$ cat src/sv/hbfn_pkg.sv
`timescale 1ns / 1ps

package hbfn_pkg;

   // Default geometry: 65536 presence bits kept in 32-bit words.
   localparam int HBFN_UNIVERSE_BITS = 65536;
   localparam int HBFN_WORD_BITS     = 32;

   // Width of the operation code on the request channel.
   localparam int OP_BITS = 2;

   // Operation codes. Code 3 is unused and returns zero.
   typedef enum logic [OP_BITS-1:0] {
      OP_SET   = 2'd0,
      OP_CLEAR = 2'd1,
      OP_FIND  = 2'd2
   } op_type;

endpackage

$ cat src/sv/hbfn_rsp.sv
`timescale 1ns / 1ps

module hbfn_rsp
   import hbfn_pkg::*;
#(
   parameter int UNIVERSE_BITS = HBFN_UNIVERSE_BITS,
   localparam int IDX_W = $clog2(UNIVERSE_BITS) + 1
) (
   input  logic             clock,
   input  logic             reset,
   input  logic             done,
   input  logic [IDX_W-1:0] result,
   output logic             busy,
   output logic             rsp_valid,
   input  logic             rsp_ready,
   output logic [IDX_W-1:0] rsp_next_index
);

   logic             out_valid_ff, out_valid_in;
   logic [IDX_W-1:0] out_data_ff, out_data_in;
   logic             pend_valid_ff, pend_valid_in;
   logic [IDX_W-1:0] pend_data_ff, pend_data_in;
   logic             out_free;

   assign out_free = ~out_valid_ff | rsp_ready;

   // A finished result goes to the output register when it is free, and to
   // the skid register otherwise.
   always_comb begin
      out_valid_in  = out_valid_ff;
      out_data_in   = out_data_ff;
      pend_valid_in = pend_valid_ff;
      pend_data_in  = pend_data_ff;
      if (pend_valid_ff) begin
         if (out_free) begin
            out_valid_in  = 1'b1;
            out_data_in   = pend_data_ff;
            pend_valid_in = 1'b0;
         end
      end else if (done) begin
         if (out_free) begin
            out_valid_in = 1'b1;
            out_data_in  = result;
         end else begin
            pend_valid_in = 1'b1;
            pend_data_in  = result;
         end
      end else if (rsp_ready) begin
         out_valid_in = 1'b0;
      end
   end

   always_ff @(posedge clock) begin
      if (reset) begin
         out_valid_ff  <= 1'b0;
         pend_valid_ff <= 1'b0;
      end else begin
         out_valid_ff  <= out_valid_in;
         pend_valid_ff <= pend_valid_in;
      end
      out_data_ff  <= out_data_in;
      pend_data_ff <= pend_data_in;
   end

   assign busy           = pend_valid_ff;
   assign rsp_valid      = out_valid_ff;
   assign rsp_next_index = out_data_ff;

`ifndef SYNTHESIS
   a_skid_behind_output: assert property (@(posedge clock) disable iff (reset)
      pend_valid_ff |-> out_valid_ff)
      else $error("skid register holds a result while the output is empty");

   a_no_result_into_full_skid: assert property (@(posedge clock) disable iff (reset)
      !(done && pend_valid_ff))
      else $error("result finished while the skid register was full");
`endif

endmodule

$ cat config.mk
export PLATFORM = sky130hd
export DESIGN_NAME = hbfn_rsp
export DESIGN_NICKNAME = d
export VERILOG_FILES = /design/src/sv/hbfn_pkg.sv /design/src/sv/hbfn_rsp.sv
export SDC_FILE = /design/constraint.sdc
export NUM_CORES = 1
export LEC_CHECK = 0
export ABC_AREA = 1
export ABC_CLOCK_PERIOD_IN_PS = 2200
export BUFFER_PORTS_ARGS = -buffer_cell sky130_fd_sc_hd__buf_4
export CORE_MARGIN = 5
export CORE_UTILIZATION = 49
export DETAILED_ROUTE_END_ITERATION = 10
export HOLD_SLACK_MARGIN = 0.06
export PLACE_DENSITY = 0.77
export SYNTH_ARGS = -nofsm -noshare
export SYNTH_HDL_FRONTEND = slang
export SYNTH_SLANG_ARGS = --single-unit
$ cat constraint.sdc
create_clock -name clock -period 2.2 [get_ports clock]
set_input_delay 0.11 -clock clock [delete_from_list [all_inputs] [get_ports clock]]
set_output_delay 0.11 -clock clock [all_outputs]
set_load 0.005 [all_outputs]
# After elaboration in Yosys (flattened, before gate mapping)
# Index checks and enable logic that the tools add are counted.
# classes
mux	11
bitwise_logic	4
reduce_logical	4
# op_table
cell	count
2-to-1 mux 17 bit	4
2-to-1 mux 1 bit	7
NOT 1 bit	3
AND reduction 3 bit	1
nonzero test 3 bit	1
AND reduction 2 bit	1
nonzero test 2 bit	1
OR 1 bit	1
# word_totals
reg_bits	36
inputBits	21
out_inout_bits	19
elab_cells	23

# Depth between registers and ports, before layout
# Gate-level depths: netlist (run 1).
# depth
depth_word	5
mapped_depth	4
mapped_depth_nobuf	3

# Worst setup path before layout (run 1)
# Ideal clock, no wire load.
# synth_timing
path_kind	register to register
start	register pend_valid_ff, in the netlist busy
end	register out_data_ff[0], in the netlist rsp_next_index[0] (enable)
setup_ns	0.397
arrival_ns	1.451
required_time_ns	1.803
slack_ns	0.352
stages_incl_launch_ff	4
path_buffers	1
synth_period_minus_slack_ns	1.848
path_cell_list	dfxtp_1 -> buf_6 -> nor2_1 -> a21oi_1
# synth_via
elab_chain_len	2
# synth_lines
element	line	source
start, declared	hbfn_rsp.sv:21	logic pend_valid_ff, pend_valid_in;
start signal, assigned	hbfn_rsp.sv:59	pend_valid_ff <= pend_valid_in;
nonzero test 2 bit (no source line)	--	
AND reduction 2 bit (no source line)	--	
end signal, assigned	hbfn_rsp.sv:61	out_data_ff <= out_data_in;
end, declared	hbfn_rsp.sv:20	logic [IDX_W-1:0] out_data_ff, out_data_in;
# No other way between the ends.
# A chain may end at the register's enable or synchronous reset.

# Final worst setup path (run 1)
# layout_timing
start	register pend_valid_ff, in the netlist busy
end	register pend_data_ff[6] (enable)
# layout_via
elab_chain_len	2
# layout_lines
element	line	source
NOT 1 bit (no source line)	--	
AND reduction 3 bit (no source line)	--	
end signal, assigned	hbfn_rsp.sv:62	pend_data_ff <= pend_data_in;
end, declared	hbfn_rsp.sv:22	logic [IDX_W-1:0] pend_data_ff, pend_data_in;
# No other way between the ends.

==> run_results.csv, run 1 <==
group,metric,value,unit
synthesis,synth_area_leaders,"edfxtp_1 (76%), nand2_1 (15%), dfxtp_1 (3.0%), buf_6 (1.7%), buf_12 (1.5%)",
synthesis,syn_area,1340,um2
pwr,power.leakage,0.847,nW
floorplan,ioPinCount,40,
route,via_per_inst,4.76,
layout,antenna_cells,0,
run,cap_viol_max_count,0,
floorplan,die_area,3880,um2
synthesis,synth.area.mux_share,0,%
clock_tree,cts_tree,"built",
layout,drive_above_1_share,31.4,%
worst_setup_path,cp_cell_sequence,"buf_4 -> inv_2 -> nand2_1 -> nor2_1 -> buf_4",
worst_setup_path,worst_setup_path_end_kind,"flip-flop",
grt,grt_pass1_wl,4720,um
synthesis,synth_compound_area_share,1.31,%
synthesis,synth_xor_area_share,0,%
place,place_ws,0.728,ns
clock_tree,ctsRootBufferMaster,"clkbuf_4",
place,place_congestion,0.766,
sta,max_slew_margin,81.0,%
layout,finalNonFillerCells,200,
route,first_pass_iters,4,
sta,max_slew.worst_pin.slew,0.285,ns
sta,drv_slew,0,
worst_setup_path,crit_end,"pend_data_ff[6]",
sta,fin_hold_ws,0.386,ns
sta,clock_skew,0.00762,ns
clock_tree,numCtsBuffers,5,
grt,grt_pass1_vias,1016,
hold_path,hold_class,"input port to flip-flop",
synthesis,yosysSeqAreaShare,79.1,%
synthesis,synth.avg_cell_area,13.4,um2
synthesis,synth_top_cell_by_area,"edfxtp_1",
clock_tree,cts.htree.levels,2,
clock_tree,clock_sinks,36,
worst_setup_path,crit_start,"busy",
sta,fin_crit_sh,68.5,%
synthesis,synth.top_cell.area_share,76.1,%
worst_setup_path,cp_data_required_time,2.24,ns
worst_setup_path,regToRegSetupSlack,0.69,ns
route,totalWireLength,2790,um
route,drtAntennaViolNets,0,
worst_setup_path,critical_path_class,"flip-flop to flip-flop",
synthesis,synth_cell_types,11,
worst_setup_path,r2r-end,"pend_data_ff[6]",
layout,fin_area,1950,um2
place,port-buffer-count,39,
sta,setup_violations,0,
route,via_count,951,
place,dpl_cell_area,1660,um2
layout,area_growth,45.4,%
floorplan,die-height,62.3,um
worst_setup_path,timing.rr.start,"busy",
sta,timing.final.ws_setup,0.693,ns
synthesis,synth_top_family_by_area,"simple AND/OR/NAND/NOR gates",
synthesis,syn_inst,100,
sta,fmax,663,MHz
grt,grtUsageTotal,15.8,%
route,drcViolationCount,0,
worst_setup_path,cp.arrival,1.55,ns
worst_setup_path,critPathMaxStageDelay,0.34,ns
sta,grt_setup_unrepaired,"no",
worst_setup_path,cp-start-kind,"flip-flop",
clock_tree,clock_path_buffers,2,
hold_path,hold_start,"rsp_ready",
sta,fin_crit,1.51,ns
clock_tree,clock_latency,0.33,ns
worst_setup_path,reg2reg_depth,5,
worst_setup_path,crit_path_top_delay_cell,"dfxtp_1",
pwr,ir_worst_vdd,610,uV
sta,hold_viol_final,0,
floorplan,fp-row-count,19,
worst_setup_path,cp_max_fo,19,
grt,grt_overflow,0,
worst_setup_path,crit_top_cell,"buf_4",
synthesis,synth_fa_ha_area_share,0,%
synthesis,synth_nets,121,
grt,grt_max_degree,20,
sta,tns,0,ns
layout,nets,189,
route,avgRoutedWirePerCell,13.9,um
layout,fillCellCount,172,
clock_tree,path_clk_slew,0.11,ns
floorplan,die_w,62.3,um
synthesis,synth-simple-area-share,15.9,%
floorplan,coreArea,2690,um2
pwr,power_density,713,nW/um2
floorplan,initial_core_util,49.9,%
clock_tree,cts_setup_buffers,0,
synthesis,synth_seq_cells,36,
route,drt_iter0_drc,22,
grt,antenna_found_initial,0,
synthesis,synth_warnings,0,
place,dp.cells,171,
status,outcome,"finished, final reports clean",
[worst min-delay path by stage]
stage	to	slack, ns	depth (start not counted)
after floorplan	rsp_valid	0.18	1
after global placement	rsp_valid	0.27	2
after detailed placement	rsp_valid	0.28	2
after CTS	pend_data_ff[14]	0.36	5
after global routing	rsp_next_index[14]	0.39	4
final	rsp_next_index[14]	0.39	4
[placed cells by master (no fill, tap or decap)]
cell type      instances
clkbuf_4               5
buf_4                 43
nand2_1               52
inv_1                  1
a21oi_1                1
a21oi_2                1
nor2_1                 3
clkinv_2               1
bufinv_16              1
inv_2                  1
nand2_2                1
dfxtp_1                2
edfxtp_1              34
dlygate4sd3_1         21
clkbuf_1               1
o21bai_1               1
[logic make-up after synthesis]
family,Yosys count
AO/OA/AOI/OAI,3
buffers and inverters,5
flip-flops,36
AND/OR/NAND/NOR,56
[sequential cells by signal, summed over array words and instances, names as in the netlist]
| name | cells |
|---|---|
| rsp_valid | 1 |
| pend_data_ff | 17 |
| busy | 1 |
| rsp_next_index | 17 |
[critical path: cells and delay by family (launching register included)]
kind | cells | cell delay (ns)
buf+inv | 3 | 0.66
flops | 1 | 0.34
simple gates | 2 | 0.22
[synth_stat cells]
| cell type | number |
|---|---|
| inv_2 | 1 |
| buf_6 | 2 |
| o21bai_1 | 1 |
| nor2_1 | 3 |
| dfxtp_1 | 2 |
| inv_1 | 1 |
| buf_12 | 1 |
| nand2_1 | 52 |
| edfxtp_1 | 34 |
| a21oi_1 | 2 |
| nand2_2 | 1 |
[per-layer routing]
| metal | global-route usage, % | part of all wire, % | up-vias |
|---|---|---|---|
| met5 | 0 | 0 | - |
| met4 | 7.96 | 2.4 | 0 |
| met3 | 3.78 | 5.3 | 7 |
| met2 | 28.4 | 56 | 31 |
| met1 | 16.9 | 37 | 441 |
| li1 | - | - | 472 |
[timing repair]
item                                    4_1_cts  5_1_grt
endpoints found under the hold margin        35        0
gates resized for setup                       0        0
hold buffers                                 21        0
endpoints found under the setup margin        0        0
[final cells by class]
| cell class | count | area [um2] | share of cell area, % |
|---|---|---|---|
| inverters | 2 | 7.51 | 0.385 |
| well taps | 31 | 38.8 | 1.99 |
| clock inverters | 2 | 35.0 | 1.80 |
| multi-input cells | 59 | 234 | 12.0 |
| flip-flops and latches | 36 | 1060 | 54.4 |
| clock buffers | 6 | 41.3 | 2.12 |
| repair buffers | 64 | 533 | 27.3 |
[through the flow]
stage / util [%] / power, W
2_1_floorplan: - / 0.000849
3_3_place_gp: 61.9 / 0.000923
3_5_place_dp: 61.9 / 0.000926
4_1_cts: 72.6 / 0.00140
5_1_grt: 72.6 / 0.00145
6_report: 72.6 / 0.00139
[power breakdown]
part           leakage, nW  switching (W)  total [W]  internal (W)
sequential           0.336     0.00000891   0.000795      0.000786
clock               0.0422       0.000212   0.000451      0.000238
combinational        0.468      0.0000597   0.000146     0.0000862
(Power assumes the default switching activity.)
==> run 2, diff against run 1 <==
Settings changed: ABC_AREA 1 to 0, ABC_CLOCK_PERIOD_IN_PS 2200 to 1500, CORE_UTILIZATION 49 to 50, PLACE_DENSITY 0.77 to 0.78.
Clock period 2.2 ns to 1.5 ns, I/O delays scaled along.
==> run_results.csv, run 2 <==
group,metric,value,unit
layout,layout_common_cells,"buf_4 (44), edfxtp_1 (34), dlygate4sd3_1 (20)",
floorplan,initial_core_util,51.1,%
synthesis,synth.top_cell.area_share,74.3,%
clock_tree,clock_path_buffers,2,
clock_tree,clock_sinks,36,
synthesis,synth_seq_cells,36,
clock_tree,ctsRootBufferMaster,"clkbuf_4",
worst_setup_path,r2r-end,"rsp_next_index[16]",
sta,setup_violations,0,
layout,area_growth,45.1,%
place,dpl_cell_area,1730,um2
floorplan,fp-row-count,19,
layout,fillCellCount,169,
status,outcome,"finished, final reports clean",
synthesis,syn_inst,61,
hold_path,hold_end,"busy",
synthesis,synth_top_cell_by_area,"edfxtp_1",
worst_setup_path,regToRegSetupSlack,0.16,ns
synthesis,synth_common_cells,"edfxtp_1 (34), mux2_4 (17), buf_6 (2), dfxtp_1 (2)",
hold_path,hold_class,"input port to flip-flop",
sta,hold_viol_final,0,
sta,grt_setup_unrepaired,"no",
route,via_per_inst,4.71,
grt,grt_max_degree,18,
clock_tree,numCtsBuffers,5,
route,first_pass_iters,4,
place,port-buffer-count,39,
run,cap_viol_max_count,0,
route,totalWireLength,2360,um
worst_setup_path,worst_setup_path_end_kind,"flip-flop",
clock_tree,clock_latency,0.34,ns
synthesis,syn_area,1370,um2
sta,max_slew_margin,83.9,%
worst_setup_path,reg2reg_depth,2,
route,drt_iter0_drc,13,
sta,fin_crit_sh,89.1,%
worst_setup_path,cp_max_fo,12,
clock_tree,cts.htree.levels,2,
worst_setup_path,critical_path_class,"flip-flop to flip-flop",
hold_path,worstHoldPathCells,3,
synthesis,synth_nets,82,
synthesis,synth_warnings,0,
layout,drive_above_1_share,53.4,%
route,drcViolationCount,0,
floorplan,die-height,62.4,um
route,drtAntennaViolNets,0,
sta,drv_slew,0,
worst_setup_path,timing.rr.start,"busy",
synthesis,yosysMostFrequentCell,"edfxtp_1",
layout,antenna_cells,0,
synthesis,synth_flop_cell,"edfxtp_1",
grt,grt_pass1_wl,3910,um
hold_path,hold_start,"rsp_ready",
pwr,ir_worst_vdd,943,uV
synthesis,synth_edf_count,34,
synthesis,async_flop_share,0,%
route,avgRoutedWirePerCell,14.6,um
layout,final_common_cell,"buf_4",
grt,grtUsageTotal,13.4,%
pwr,power_density,955,nW/um2
floorplan,ioPinCount,40,
floorplan,coreArea,2690,um2
pwr,power.leakage,0.792,nW
place,place_hpwl,1650,um
sta,clock_skew,0.00457,ns
grt,antenna_found_initial,0,
sta,fin_crit,1.34,ns
synthesis,synth_area_leaders,"edfxtp_1 (74%), mux2_4 (19%), dfxtp_1 (2.9%), buf_6 (1.6%), nor3b_1 (0.55%)",
clock_tree,cts_tree,"built",
synthesis,yosysSeqAreaShare,77.2,%
place,place_congestion,0.649,
sta,max_slew.worst_pin.slew,0.241,ns
route,via_count,763,
grt,grt_overflow,0,
layout,fin_area,1990,um2
sta,fmax,749,MHz
synthesis,synth_cell_types,10,
floorplan,die_area,3900,um2
floorplan,die_w,62.4,um
worst_setup_path,cp.arrival,1.43,ns
synthesis,synth.avg_cell_area,22.5,um2
grt,grt_pass1_vias,828,
sta,tns,0,ns
layout,nets,151,
worst_setup_path,cp_data_required_time,1.60,ns
worst_setup_path,cp-start-kind,"flip-flop",
pwr,total_power,0.00190,W
worst_setup_path,crit_start,"busy",
clock_tree,path_clk_slew,0.11,ns
run 2: worst max path at each step:
stage / endpoint / slack [ns] / depth (start not counted)
after CTS: rsp_next_index[16] / 0.16 / 2
after detailed placement: rsp_next_index[16] / 0.17 / 2
final: rsp_next_index[16] / 0.16 / 2
after floorplan: rsp_next_index[0] / 0.09 / 2
after global placement: rsp_next_index[14] / 0.22 / 2
after global routing: rsp_next_index[16] / 0.10 / 2
run 2: what timing repair did:
action	4_1_cts	5_1_grt
hold buffers	20	0
buffers inserted	0	0
gates resized for setup	0	0
endpoints found under the hold margin	36	0
run 2: area by class of cell:
class / count / area (um2) / share of cell area (%)
Clock buffer: 5 / 37.5 / 1.88
Sequential cell: 36 / 1060 / 53.2
Clock inverter: 3 / 23.8 / 1.19
Tap cell: 31 / 38.8 / 1.95
Multi-Input combinational cell: 23 / 302 / 15.1
Timing Repair Buffer: 64 / 531 / 26.6
run 2: worst max-delay path, stage by stage (launching register included):
cell and delay (ns):
dfxtp_1 0.47, buf_4 0.30, mux2_4 0.33
run 2: cells by family after synthesis:
family	count (synthesis)	synth area share, %
DFF	36	77.2
muxes	17	18.6
and+or+nand+nor	4	1.64
AOI/OAI and AO/OA	2	0.911
buffers and inverters	2	1.64
run 2: metrics by stage:
step                cells  worst slack (ns)  utilization [%]  hold WS (ns)
finish                162             0.164             74.2         0.137
global route          162             0.101             74.2         0.138
CTS                   162             0.157             74.2         0.119
detailed placement    134             0.175             64.5         0.246
global placement      134             0.222             64.5         0.241
floorplan              61            0.0931                -         0.144
run 2: power by group:
part | internal (W) | switching, W | total (W)
logic | 0.000153 | 0.0000734 | 0.000226
registers | 0.00115 | 0.0000132 | 0.00117
clock network | 0.000184 | 0.000328 | 0.000513
total | 0.00149 | 0.000415 | 0.00190
run 2: layer usage:
layer  global-route usage, %  wire length (um)  vias to the layer above
met1                    13.6               837                      355
met4                    5.57                27                        0
met3                    7.19               189                        2
met2                    22.5              1300                       30
li1                        -                 -                      376
met5                       0                 0                        -
