--- config.mk ---
export PLATFORM = sky130hd
export DESIGN_NAME = hbfn_seq
export DESIGN_NICKNAME = d
export VERILOG_FILES = /design/src/sv/hbfn_pkg.sv /design/src/sv/hbfn_seq.sv
export SDC_FILE = /design/constraint.sdc
export NUM_CORES = 1
export LEC_CHECK = 0
export BUFFER_PORTS_ARGS = -buffer_cell sky130_fd_sc_hd__buf_2
export CAP_MARGIN = 10
export CELL_PAD_IN_SITES_DETAIL_PLACEMENT = 2
export CELL_PAD_IN_SITES_GLOBAL_PLACEMENT = 2
export CORE_ASPECT_RATIO = 1.5
export CORE_UTILIZATION = 30
export CTS_BUF_LIST = sky130_fd_sc_hd__clkbuf_8
export CTS_CLUSTER_DIAMETER = 120
export DETAILED_ROUTE_END_ITERATION = 10
export GPL_ROUTABILITY_DRIVEN = 1
export PLACE_DENSITY = 0.78
export SLEW_MARGIN = 0
export SYNTH_ARGS = -nofsm -noshare
export SYNTH_HDL_FRONTEND = slang
export SYNTH_SLANG_ARGS = --single-unit
--- constraint.sdc ---
create_clock -name clock -period 6.33 [get_ports clock]
set_input_delay 1.266 -clock clock [delete_from_list [all_inputs] [get_ports clock]]
set_output_delay 1.266 -clock clock [all_outputs]
set_load 0.01 [all_outputs]
--- src/sv/hbfn_pkg.sv ---
`timescale 1ns / 1ps

package hbfn_pkg;

   // Default geometry: 65536 presence bits kept in 32-bit words.
   localparam int HBFN_UNIVERSE_BITS = 65536;
   localparam int HBFN_WORD_BITS     = 32;

   // Width of the operation code on the request channel.
   localparam int OP_BITS = 2;

   // Operation codes. Code 3 is unused and returns zero.
   typedef enum logic [OP_BITS-1:0] {
      OP_SET   = 2'd0,
      OP_CLEAR = 2'd1,
      OP_FIND  = 2'd2
   } op_type;

endpackage

--- src/sv/hbfn_seq.sv ---
`timescale 1ns / 1ps

module hbfn_seq
   import hbfn_pkg::*;
#(
   parameter int UNIVERSE_BITS = HBFN_UNIVERSE_BITS,
   parameter int WORD_BITS     = HBFN_WORD_BITS,
   localparam int LOG_W      = $clog2(WORD_BITS),
   localparam int LEAF_DEPTH = UNIVERSE_BITS / WORD_BITS,
   localparam int SUM_DEPTH  = (LEAF_DEPTH + WORD_BITS - 1) / WORD_BITS,
   localparam int TOP_DEPTH  = (SUM_DEPTH + WORD_BITS - 1) / WORD_BITS,
   localparam int UP_DEPTH   = SUM_DEPTH + TOP_DEPTH,
   localparam int IDX_W      = $clog2(UNIVERSE_BITS) + 1,
   localparam int LEAF_AW    = $clog2(LEAF_DEPTH),
   localparam int UP_AW      = $clog2(UP_DEPTH)
) (
   input  logic                 clock,
   input  logic                 reset,
   input  logic                 req_valid,
   output logic                 req_ready,
   input  logic [OP_BITS-1:0]   req_op,
   input  logic [IDX_W-1:0]     req_index,
   input  logic                 rsp_busy,
   output logic                 done,
   output logic [IDX_W-1:0]     result,
   output logic                 leaf_we,
   output logic [LEAF_AW-1:0]   leaf_waddr,
   output logic [WORD_BITS-1:0] leaf_wdata,
   output logic [LEAF_AW-1:0]   leaf_raddr,
   input  logic [WORD_BITS-1:0] leaf_rdata,
   output logic                 up_we,
   output logic [UP_AW-1:0]     up_waddr,
   output logic [WORD_BITS-1:0] up_wdata,
   output logic [UP_AW-1:0]     up_raddr,
   input  logic [WORD_BITS-1:0] up_rdata
);

   localparam int CAND_W = UP_AW + LOG_W + 1;
   localparam logic [WORD_BITS-1:0] MSB_BIT = {1'b1, {(WORD_BITS-1){1'b0}}};
   localparam logic [WORD_BITS-1:0] ALL_ONES = {WORD_BITS{1'b1}};

   typedef enum logic [9:0] {
      ST_CLEAR     = 10'b0000000001,
      ST_IDLE      = 10'b0000000010,
      ST_UPD_LEAF  = 10'b0000000100,
      ST_UPD_SUM   = 10'b0000001000,
      ST_UPD_TOP   = 10'b0000010000,
      ST_FIND_LEAF = 10'b0000100000,
      ST_FIND_SUM  = 10'b0001000000,
      ST_FIND_TOP  = 10'b0010000000,
      ST_DESC_SUM  = 10'b0100000000,
      ST_DESC_LEAF = 10'b1000000000
   } state_type;

   // Count of leading zeros of a nonzero word, halving the window each step.
   function automatic logic [LOG_W-1:0] lead_zeros(input logic [WORD_BITS-1:0] v);
      logic [WORD_BITS-1:0] x;
      logic [LOG_W-1:0]     n;
      x = v;
      n = '0;
      for (int k = LOG_W - 1; k >= 0; k--) begin
         if ((x >> (WORD_BITS - (1 << k))) == '0) begin
            x    = x << (1 << k);
            n[k] = 1'b1;
         end
      end
      return n;
   endfunction

   // Keep the bits at positions p and beyond, counted from the MSB.
   function automatic logic [WORD_BITS-1:0] from_pos(input logic [WORD_BITS-1:0] v,
                                                     input logic [LOG_W:0]       p);
      if (p >= (LOG_W+1)'(WORD_BITS)) begin
         return '0;
      end
      return v & (ALL_ONES >> p);
   endfunction

   state_type            state_ff, state_in;
   logic [IDX_W-1:0]     idx_ff, idx_in;
   logic                 is_set_ff, is_set_in;
   logic                 first_ff, first_in;
   logic [UP_AW-1:0]     t_ff, t_in;
   logic [UP_AW-1:0]     s2_ff, s2_in;
   logic [LEAF_AW-1:0]   leaf_ff, leaf_in;
   logic [LEAF_AW-1:0]   clr_ff, clr_in;

   logic [LEAF_AW-1:0]   req_w;
   logic                 req_in_range;
   logic [LEAF_AW-1:0]   w_idx;
   logic [LOG_W-1:0]     p_pos;
   logic [LOG_W-1:0]     w_pos;
   logic [UP_AW-1:0]     s_addr;
   logic [LOG_W-1:0]     s_pos;
   logic [UP_AW-1:0]     top_addr;
   logic [UP_AW:0]       t_next;

   logic [WORD_BITS-1:0] scan_src;
   logic [LOG_W:0]       scan_from;
   logic [WORD_BITS-1:0] scan_m;
   logic                 scan_nz;
   logic [LOG_W-1:0]     lz;
   logic [UP_AW-1:0]     node;
   logic [CAND_W-1:0]    cand;
   logic [LEAF_AW-1:0]   leaf_node;
   logic [IDX_W-1:0]     leaf_hit;

   logic [WORD_BITS-1:0] bit_mask;
   logic [WORD_BITS-1:0] upd_old;
   logic [WORD_BITS-1:0] upd_new;

   assign req_w        = req_index[IDX_W-2 -: LEAF_AW];
   assign req_in_range = ~req_index[IDX_W-1];
   assign w_idx        = idx_ff[IDX_W-2 -: LEAF_AW];
   assign p_pos        = idx_ff[LOG_W-1:0];
   assign w_pos        = LOG_W'(w_idx);
   assign s_addr       = UP_AW'(w_idx >> LOG_W);
   assign s_pos        = LOG_W'(s_addr);
   assign top_addr     = UP_AW'(SUM_DEPTH) + (s_addr >> LOG_W);
   assign t_next       = {1'b0, t_ff} + (UP_AW+1)'(1);

   // One shared mask and leading-zero unit serves every level of a search.
   always_comb begin
      scan_src  = leaf_rdata;
      scan_from = '0;
      node      = s_addr;
      leaf_node = w_idx;
      case (state_ff)
         ST_FIND_LEAF: begin
            scan_from = {1'b0, p_pos};
         end
         ST_FIND_SUM: begin
            scan_src  = up_rdata;
            scan_from = {1'b0, w_pos} + (LOG_W+1)'(1);
         end
         ST_FIND_TOP: begin
            scan_src  = up_rdata;
            scan_from = first_ff ? ({1'b0, s_pos} + (LOG_W+1)'(1)) : '0;
            node      = t_ff;
         end
         ST_DESC_SUM: begin
            scan_src  = up_rdata;
            node      = s2_ff;
         end
         ST_DESC_LEAF: begin
            leaf_node = leaf_ff;
         end
         default: begin
            scan_src  = leaf_rdata;
         end
      endcase
   end

   assign scan_m   = from_pos(scan_src, scan_from);
   assign scan_nz  = |scan_m;
   assign lz       = lead_zeros(scan_m);
   assign cand     = {1'b0, node, lz};
   assign leaf_hit = {1'b0, leaf_node, lz};

   // Bit under update at the current level, and the word after the update.
   always_comb begin
      bit_mask = MSB_BIT >> p_pos;
      upd_old  = leaf_rdata;
      case (state_ff)
         ST_UPD_SUM: begin
            bit_mask = MSB_BIT >> w_pos;
            upd_old  = up_rdata;
         end
         ST_UPD_TOP: begin
            bit_mask = MSB_BIT >> s_pos;
            upd_old  = up_rdata;
         end
         default: begin
            bit_mask = MSB_BIT >> p_pos;
         end
      endcase
      upd_new = is_set_ff ? (upd_old | bit_mask) : (upd_old & ~bit_mask);
   end

   always_comb begin
      state_in   = state_ff;
      idx_in     = idx_ff;
      is_set_in  = is_set_ff;
      first_in   = first_ff;
      t_in       = t_ff;
      s2_in      = s2_ff;
      leaf_in    = leaf_ff;
      clr_in     = clr_ff;
      req_ready  = 1'b0;
      done       = 1'b0;
      result     = '0;
      leaf_we    = 1'b0;
      leaf_waddr = w_idx;
      leaf_wdata = upd_new;
      leaf_raddr = w_idx;
      up_we      = 1'b0;
      up_waddr   = s_addr;
      up_wdata   = upd_new;
      up_raddr   = s_addr;

      unique case (state_ff)
         ST_CLEAR: begin
            leaf_we    = 1'b1;
            leaf_waddr = clr_ff;
            leaf_wdata = '0;
            up_we      = ({1'b0, clr_ff} < (LEAF_AW+1)'(UP_DEPTH));
            up_waddr   = UP_AW'(clr_ff);
            up_wdata   = '0;
            clr_in     = clr_ff + LEAF_AW'(1);
            if (clr_ff == '1) begin
               state_in = ST_IDLE;
            end
         end

         ST_IDLE: begin
            req_ready  = ~rsp_busy;
            leaf_raddr = req_w;
            if (req_valid && !rsp_busy) begin
               idx_in    = req_index;
               is_set_in = (req_op == OP_SET);
               unique case (req_op)
                  OP_SET, OP_CLEAR: begin
                     if (req_in_range) begin
                        state_in = ST_UPD_LEAF;
                     end else begin
                        done = 1'b1;
                     end
                  end
                  OP_FIND: begin
                     if (req_in_range) begin
                        state_in = ST_FIND_LEAF;
                     end else begin
                        done   = 1'b1;
                        result = IDX_W'(UNIVERSE_BITS);
                     end
                  end
                  default: begin
                     done = 1'b1;
                  end
               endcase
            end
         end

         ST_UPD_LEAF: begin
            if (((upd_old & bit_mask) != '0) == is_set_ff) begin
               done     = 1'b1;
               state_in = ST_IDLE;
            end else begin
               leaf_we = 1'b1;
               if (is_set_ff ? (upd_old == '0) : (upd_new == '0)) begin
                  up_raddr = s_addr;
                  state_in = ST_UPD_SUM;
               end else begin
                  done     = 1'b1;
                  state_in = ST_IDLE;
               end
            end
         end

         ST_UPD_SUM: begin
            up_we    = 1'b1;
            up_waddr = s_addr;
            if (is_set_ff ? (upd_old == '0) : (upd_new == '0)) begin
               up_raddr = top_addr;
               state_in = ST_UPD_TOP;
            end else begin
               done     = 1'b1;
               state_in = ST_IDLE;
            end
         end

         ST_UPD_TOP: begin
            up_we    = 1'b1;
            up_waddr = top_addr;
            done     = 1'b1;
            state_in = ST_IDLE;
         end

         ST_FIND_LEAF: begin
            if (scan_nz) begin
               done     = 1'b1;
               result   = leaf_hit;
               state_in = ST_IDLE;
            end else begin
               up_raddr = s_addr;
               state_in = ST_FIND_SUM;
            end
         end

         ST_FIND_SUM: begin
            if (scan_nz) begin
               if (cand >= CAND_W'(LEAF_DEPTH)) begin
                  done     = 1'b1;
                  result   = IDX_W'(UNIVERSE_BITS);
                  state_in = ST_IDLE;
               end else begin
                  leaf_raddr = LEAF_AW'(cand);
                  leaf_in    = LEAF_AW'(cand);
                  state_in   = ST_DESC_LEAF;
               end
            end else begin
               up_raddr = top_addr;
               t_in     = s_addr >> LOG_W;
               first_in = 1'b1;
               state_in = ST_FIND_TOP;
            end
         end

         ST_FIND_TOP: begin
            if (scan_nz) begin
               if (cand >= CAND_W'(SUM_DEPTH)) begin
                  done     = 1'b1;
                  result   = IDX_W'(UNIVERSE_BITS);
                  state_in = ST_IDLE;
               end else begin
                  up_raddr = UP_AW'(cand);
                  s2_in    = UP_AW'(cand);
                  state_in = ST_DESC_SUM;
               end
            end else if (t_next >= (UP_AW+1)'(TOP_DEPTH)) begin
               done     = 1'b1;
               result   = IDX_W'(UNIVERSE_BITS);
               state_in = ST_IDLE;
            end else begin
               t_in     = UP_AW'(t_next);
               first_in = 1'b0;
               up_raddr = UP_AW'(SUM_DEPTH) + UP_AW'(t_next);
            end
         end

         ST_DESC_SUM: begin
            if (!scan_nz || (cand >= CAND_W'(LEAF_DEPTH))) begin
               done     = 1'b1;
               result   = IDX_W'(UNIVERSE_BITS);
               state_in = ST_IDLE;
            end else begin
               leaf_raddr = LEAF_AW'(cand);
               leaf_in    = LEAF_AW'(cand);
               state_in   = ST_DESC_LEAF;
            end
         end

         ST_DESC_LEAF: begin
            done     = 1'b1;
            result   = scan_nz ? leaf_hit : IDX_W'(UNIVERSE_BITS);
            state_in = ST_IDLE;
         end

         default: begin
            state_in = ST_IDLE;
         end
      endcase
   end

   always_ff @(posedge clock) begin
      if (reset) begin
         state_ff <= ST_CLEAR;
         clr_ff   <= '0;
      end else begin
         state_ff <= state_in;
         clr_ff   <= clr_in;
      end
      idx_ff    <= idx_in;
      is_set_ff <= is_set_in;
      first_ff  <= first_in;
      t_ff      <= t_in;
      s2_ff     <= s2_in;
      leaf_ff   <= leaf_in;
   end

`ifndef SYNTHESIS
   a_dual_write_only_in_clear: assert property (@(posedge clock) disable iff (reset)
      (leaf_we && up_we) |-> (state_ff == ST_CLEAR))
      else $error("leaf and upper words written together outside the clearing pass");

   a_result_in_range: assert property (@(posedge clock) disable iff (reset)
      done |-> (result <= IDX_W'(UNIVERSE_BITS)))
      else $error("search result beyond the universe");

   a_top_scan_bound: assert property (@(posedge clock) disable iff (reset)
      (state_ff == ST_FIND_TOP) |-> ({1'b0, t_ff} < (UP_AW+1)'(TOP_DEPTH)))
      else $error("top-level scan ran past the last top word");
`endif

endmodule

# == After elaboration in Yosys (flattened, before gate mapping) ==
# Cells that the tools add are included.
# word_totals
elab_cells,173
ff_bits,64
in_bits,87
# op_classes
add_sub_neg,6
reduce_logical,26
n_bitwise,7
n_lt_le_gt_ge,5
eq_ne,26
n_mux,91
shift,4
# ops
op,n
$mux W32,10
$logic_not A32 Y1,7
$mux W17,10
$pmux W17 S6,1
$and A32 B32 Y32,3
$shr A32 B5 Y32 const A,3
$mux W10,9
$mux W11,8
$pmux W10 S8,1
$pmux W32 S2,1
$mux W7,9
$pmux W7 S2,3
$pmux W11 S3,1
$not A32 Y32,1
$or A32 B32 Y32,1
$reduce_bool A32 Y1,1
$reduce_or A32 Y1,1
$shr A32 B6 Y32 const A,1
$mux W1,24
$pmux W11 S2,1
$pmux W7 S3,1
$pmux W10 S2,1
$pmux W6 S3,1
$mux W16,1
45 further kinds,65

# == Depth between registers and ports, before layout ==
# logic_depth
depth_word,20
ltp_mapped,21

# == Least setup slack after synthesis ==
# OpenSTA, ideal clock, no wires.
# synth_path
path_type,reg-to-output
startpoint,reg idx_ff[5]
endpoint,out leaf_raddr[10]
path_stages_with_launch,17
required_time_ns,5.064
path_buffers,2
setup_slack_ns,1.122
arrival_time_ns,3.942
path_cell_list,edfxtp_1 clkbuf_1 or3b_2 a211oi_1 o21ai_1 or3_4 nor3_2 nor3_1 or4_4 nor4_4 and2_1 buf_4 nor2_1 nand2_2 inv_2 and2_0 a221o_1
# synth_via
elab_chain_cells,19
elab_cells_between_ends,29
cone_classes,add/sub: 1; order compare: 2; shift: 1; mux: 16; bitwise: 1; reduce/logical: 8
# synth_lines
element,line,text
"start, declared",hbfn_seq.sv:80,"logic [IDX_W-1:0] idx_ff, idx_in;"
"start signal, assigned",hbfn_seq.sv:363,idx_ff <= idx_in;
$add A5 B1 Y6 *,hbfn_seq.sv:134,"scan_from = {1'b0, w_pos} + (LOG_W+1)'(1);"
$pmux W6 S3 *,hbfn_seq.sv:128,case (state_ff)
$shr A32 B6 Y32 or $ge A6 B6 Y1 (tied branches),"hbfn_seq.sv:76, hbfn_seq.sv:73",
$and A32 B32 Y32 or $mux W1 (tied branches),"hbfn_seq.sv:76, hbfn_seq.sv:73",
$mux W32 *,hbfn_seq.sv:76,return v & (ALL_ONES >> p);
$logic_not A32 Y1,hbfn_seq.sv:62,if ((x >> (WORD_BITS - (1 << k))) == '0) begin
$mux W32,hbfn_seq.sv:62,
$logic_not A32 Y1,hbfn_seq.sv:62,
(+3 left out),n/a,
$logic_not A32 Y1,hbfn_seq.sv:62,
$mux W32,hbfn_seq.sv:62,
$logic_not A32 Y1,hbfn_seq.sv:62,
$mux W1,hbfn_seq.sv:62,
$ge A12 B12 Y1,"hbfn_seq.sv:292, hbfn_seq.sv:332",
$mux W11 or $logic_or A1 B1 Y1 (tied branches),"hbfn_seq.sv:292, hbfn_seq.sv:332",
"$mux W11, on equally long branches","hbfn_seq.sv:291, hbfn_seq.sv:332",
$pmux W11 S3 *,hbfn_seq.sv:201,unique case (state_ff)
"end, declared",hbfn_seq.sv:29,"output logic [LEAF_AW-1:0] leaf_raddr,"
# Mark *: on every way between the ends. The rest lies on a longest branch, timed or not.

# == Final worst setup path ==
# layout_path
startpoint,reg idx_ff[10]
endpoint,out leaf_raddr[0]
# layout_via
elab_cells_between_ends,31
cone_classes,add/sub: 1; order compare: 2; shift: 1; mux: 18; bitwise: 1; reduce/logical: 8
# layout_rtl
element,line,text
$add A5 B1 Y6 *,hbfn_seq.sv:138,"scan_from = first_ff ? ({1'b0, s_pos} + (LOG_W+1)'(1)) : '0;"
$mux W6 *,hbfn_seq.sv:138,
$pmux W6 S3 *,hbfn_seq.sv:128,
$shr A32 B6 Y32 or $ge A6 B6 Y1 (tied branches),"hbfn_seq.sv:76, hbfn_seq.sv:73",
$and A32 B32 Y32 or $mux W1 (tied branches),"hbfn_seq.sv:76, hbfn_seq.sv:73",
$mux W32 *,hbfn_seq.sv:76,
$logic_not A32 Y1,hbfn_seq.sv:62,
$mux W32 *,hbfn_seq.sv:62,
$logic_not A32 Y1,hbfn_seq.sv:62,
$mux W32 *,hbfn_seq.sv:62,
$logic_not A32 Y1 *,hbfn_seq.sv:62,
$mux W1 *,hbfn_seq.sv:62,
net cand[2],hbfn_seq.sv:104,logic [CAND_W-1:0] cand;
$ge A12 B12 Y1 *,"hbfn_seq.sv:292, hbfn_seq.sv:332",
$mux W11 or $logic_or A1 B1 Y1 (tied branches),"hbfn_seq.sv:292, hbfn_seq.sv:332",
"$mux W11, on equally long branches","hbfn_seq.sv:291, hbfn_seq.sv:332",
$pmux W11 S3 *,hbfn_seq.sv:201,
# The timed path passes the listed nets; every way through them passes the cells marked *.

==> key figures <==
Outcome
  • Outcome: finished clean

Cells and area
  • Area grow syn2layout: 25.2%
  • Share of layout cells above drive strength 1: 0.311
  • Diodes inserted: 0
  • Final instance area: 10300 sq um
  • Final nets: 1456

Logic synthesis
  • Share of the synthesized area in the top cell type: 0.157
  • Asr flop ratio synth: 0
  • Synth Flop Type: edfxtp_1
  • Syn nets: 1253
  • Dominant cells by area after synthesis: edfxtp_1 16%, nand2_1 8.5%, dfxtp_1 5.1%
  • Flops & latches, synth: 64
  • Register area share after synthesis: 0.208
  • Mapped Cells: 1161
  • Mean Syn Cell Area: 7.07 sq um
  • Synthesis Warnings: 0
  • Distinct cells, synth: 89
  • Post-Syn Area: 8210 sq um
  • Top cell type by total area after synthesis: edfxtp_1
  • Post-synth EDFFs: 43

GRT
  • First-pass GRT wire length: 68900 um
  • Gr ovfl total: 0
  • Initial antenna violation count: 0
  • Largest net degree at the start of global routing: 38
  • All-Layer GR Usage: 0.331
  • Vias in the first global route: 11200

Timing
  • Slew Limit Fails: 0
  • Fmax: 0.161 GHz
  • Period utilization: 0.983
  • Unrepaired setup endpoints after global routing: true
  • Final Skew: 0.0142 ns
  • TNS Setup: 0 ns
  • Setup-failing EPs final: 0
  • Slew margin rel.: 0.334
  • Final Hold Vio Count: 0
  • Post-route setup slack: 0.108 ns
  • Final min period: 6.22 ns
  • Minimum hold slack: 0.534 ns
  • Slew at the pin closest to its max-slew limit: 0.971 ns

Power
  • Leakage: 4.28 nW
  • Max IR drop VDD: 128 uV
  • Total power per unit cell area: 124 nW/um^2

Routing
  • DRT iter0 DRCs: 392
  • DRC: 0
  • Antenna-violating nets left: 0
  • DR vias: 10400
  • Final wirelength: 46500 um
  • Drt pass-1 iters: 5
  • Post-DR wirelength/cell: 27.3 um
  • Vias per cell: 6.12

Floorplanning
  • Site row count: 73
  • Die width: 137 um
  • Die Y-Extent: 205 um
  • Die area: 28100 sq um
  • CORE AREA: 26700 sq um
  • Io pins: 208
  • Initial Util: 0.308

Min path
  • Worst hold path type: flop to flop
  • Hold Path Stages: 2
  • Hold path endpoint: clr_ff[1]
  • Hold Crit Start: clr_ff[1]

Place
  • Setup WS pre-CTS: 0.111 ns
  • Gpl congestion: 1.02
  • Port-buffer cells: 207
  • Placed cell area: 9820 sq um
  • Dpl hpwl: 37600 um

CTS
  • CTS Buf Count: 9
  • Clock sinks: 64
  • Clk_lat worst skew: 0.37 ns
  • Clock root buffer: clkbuf_8
  • Htree depth: 3
  • Clock Path Buffers: 2
  • CTS tree: done
  • Worst-path clk slew: 0.08 ns

Worst setup path
  • Flop-to-flop setup slack: 1.80 ns
  • Critical setup path kind: flop to output pin
  • CP Data Arrival Time: 4.96 ns
  • Setup crit start kind: flop
  • Worst r2r dst: t_ff[6]
  • R2R depth: 11
  • Worst endpoint required time: 5.06 ns
  • Max Fanout on Critical Path: 6
  • Worst R2R Start: idx_ff[10]
  • Setup crit end kind: output pin

Flow run
  • Max Cap Viol: 0
==> worst max-delay path, cell delays in order, from the launching register on <==
cell and delay, ns:
edfxtp_1 0.54, or4bb_1 0.53, a211oi_1 0.39, o21ai_2 0.22
buf_4 0.21, nor3_1 0.39, nor4_2 0.09, o21a_1 0.17
or3b_2 0.48, nor4b_1 0.35, nor3_1 0.12, o21ai_0 0.13
nand3_1 0.21, or2_1 0.33, o211ai_1 0.26, buf_2 0.18
==> per-stage QoR <==
step / power (W) / util / std cells
6_report: 0.00127 / 0.386 / 1706
5_1_grt: 0.00132 / 0.386 / 1706
4_1_cts: 0.00127 / 0.378 / 1700
3_5_place_dp: 0.000909 / 0.368 / 1682
3_3_place_gp: 0.000900 / 0.368 / 1682
2_1_floorplan: 0.000715 / - / 1161
==> where the power goes <==
part | leakage (nW) | switching [W] | internal, W
Sequential | 0.547 | 0.0000129 | 0.000450
Clock | 0.110 | 0.000173 | 0.000188
Combinational | 3.63 | 0.000288 | 0.000163
==> registers in the layout, indices dropped and copies added (netlist names) <==
register	flops
idx_ff	16
clr_ff	11
leaf_ff	11
state_ff	10
s2_ff	7
t_ff	7
first_ff	1
is_set_ff	1
==> cells by family after synthesis <==
family                   count (synthesis)  share of synthesized area
flip-flops                              64                      0.208
AND/OR/NAND/NOR                        548                      0.335
multiplexers                            50                     0.0622
AO/OA/AOI/OAI                          327                      0.275
XOR/XNOR                                23                     0.0245
adder cells (fa/ha/maj)                  5                    0.00762
buffers and inverters                  144                     0.0873
==> cells in the final DEF (no fill, tap or decap), types with 7 or more instances in the layout <==
cell type and count:
a22oi_1 21, or3_1 13, nand2_1 180, and3_1 12, a211oi_2 7, mux2_2 8, o211ai_1 10, o2111ai_1 7
dfxtp_1 18, xor2_1 13, edfxtp_1 43, inv_1 24, a211oi_1 18, nand3b_1 7, o22ai_1 9, a31oi_1 32
xnor2_1 9, a22o_1 16, a21o_1 10, clkbuf_8 10, nor2_1 103, buf_4 103, or4_1 7, nor4_1 11
nand4_1 22, mux2i_1 40, nand3_1 48, buf_2 207, a21oi_1 65, and2_1 9, nor3_1 50, o21ai_0 44
o21a_1 7
==> area by class of cell <==
type / count / area (sq um)
Fill cell: 3271 / 16400
Tap cell: 337 / 422
Sequential cell: 64 / 1720
Inverter: 23 / 88.8
Multi-Input combinational cell: 953 / 6010
Clock buffer: 10 / 138
Timing Repair Buffer: 313 / 1860
Clock inverter: 6 / 52.6
==> Yosys cell counts (all sizes together), types with 7 or more instances <==
library cell and n:
nand4 22, inv 23, and3 12, nor4 16, xor2 13, and2 17, nor4b 9, clkbuf 53
a31o 7, nor3 57, nand2 187, a22oi 23, a31oi 35, nand2b 7, or4 12, nand3b 7
a211oi 26, nand3 49, edfxtp 43, xnor2 10, or3 16, o2111ai 7, mux2i 42, a21o 10
buf 68, o22ai 10, o211ai 10, o21a 10, mux2 8, a21oi 67, a22o 16, dfxtp 21
o21ai 50, nor2 111
==> layer usage <==
| metal | vias up | track usage | share of wire |
|---|---|---|---|
| met5 | - | 0 | 0 |
| met4 | 0 | 0.240 | 0.076 |
| met3 | 156 | 0.0416 | 0.045 |
| met2 | 428 | 0.604 | 0.51 |
| met1 | 5152 | 0.341 | 0.36 |
| li1 | 4713 | - | - |
==> how the worst max path moves through the flow <==
stage                startpoint             end  cells after the start
finish               idx_ff[10]   leaf_raddr[0]                     15
global route        state_ff[0]   leaf_raddr[1]                     16
CTS                 state_ff[3]   leaf_raddr[0]                     15
detailed placement  state_ff[6]     up_raddr[0]                     14
global placement    state_ff[6]     up_raddr[0]                     14
floorplan             idx_ff[5]  leaf_raddr[10]                     16
==> repair_timing <==
item                       CTS  global route
resized for setup           22            41
setup buffers                2             6
pin swaps                    3             3
setup endpoints to repair   17            18
hold buffers                 0             0
(Power assumes the default switching activity.)
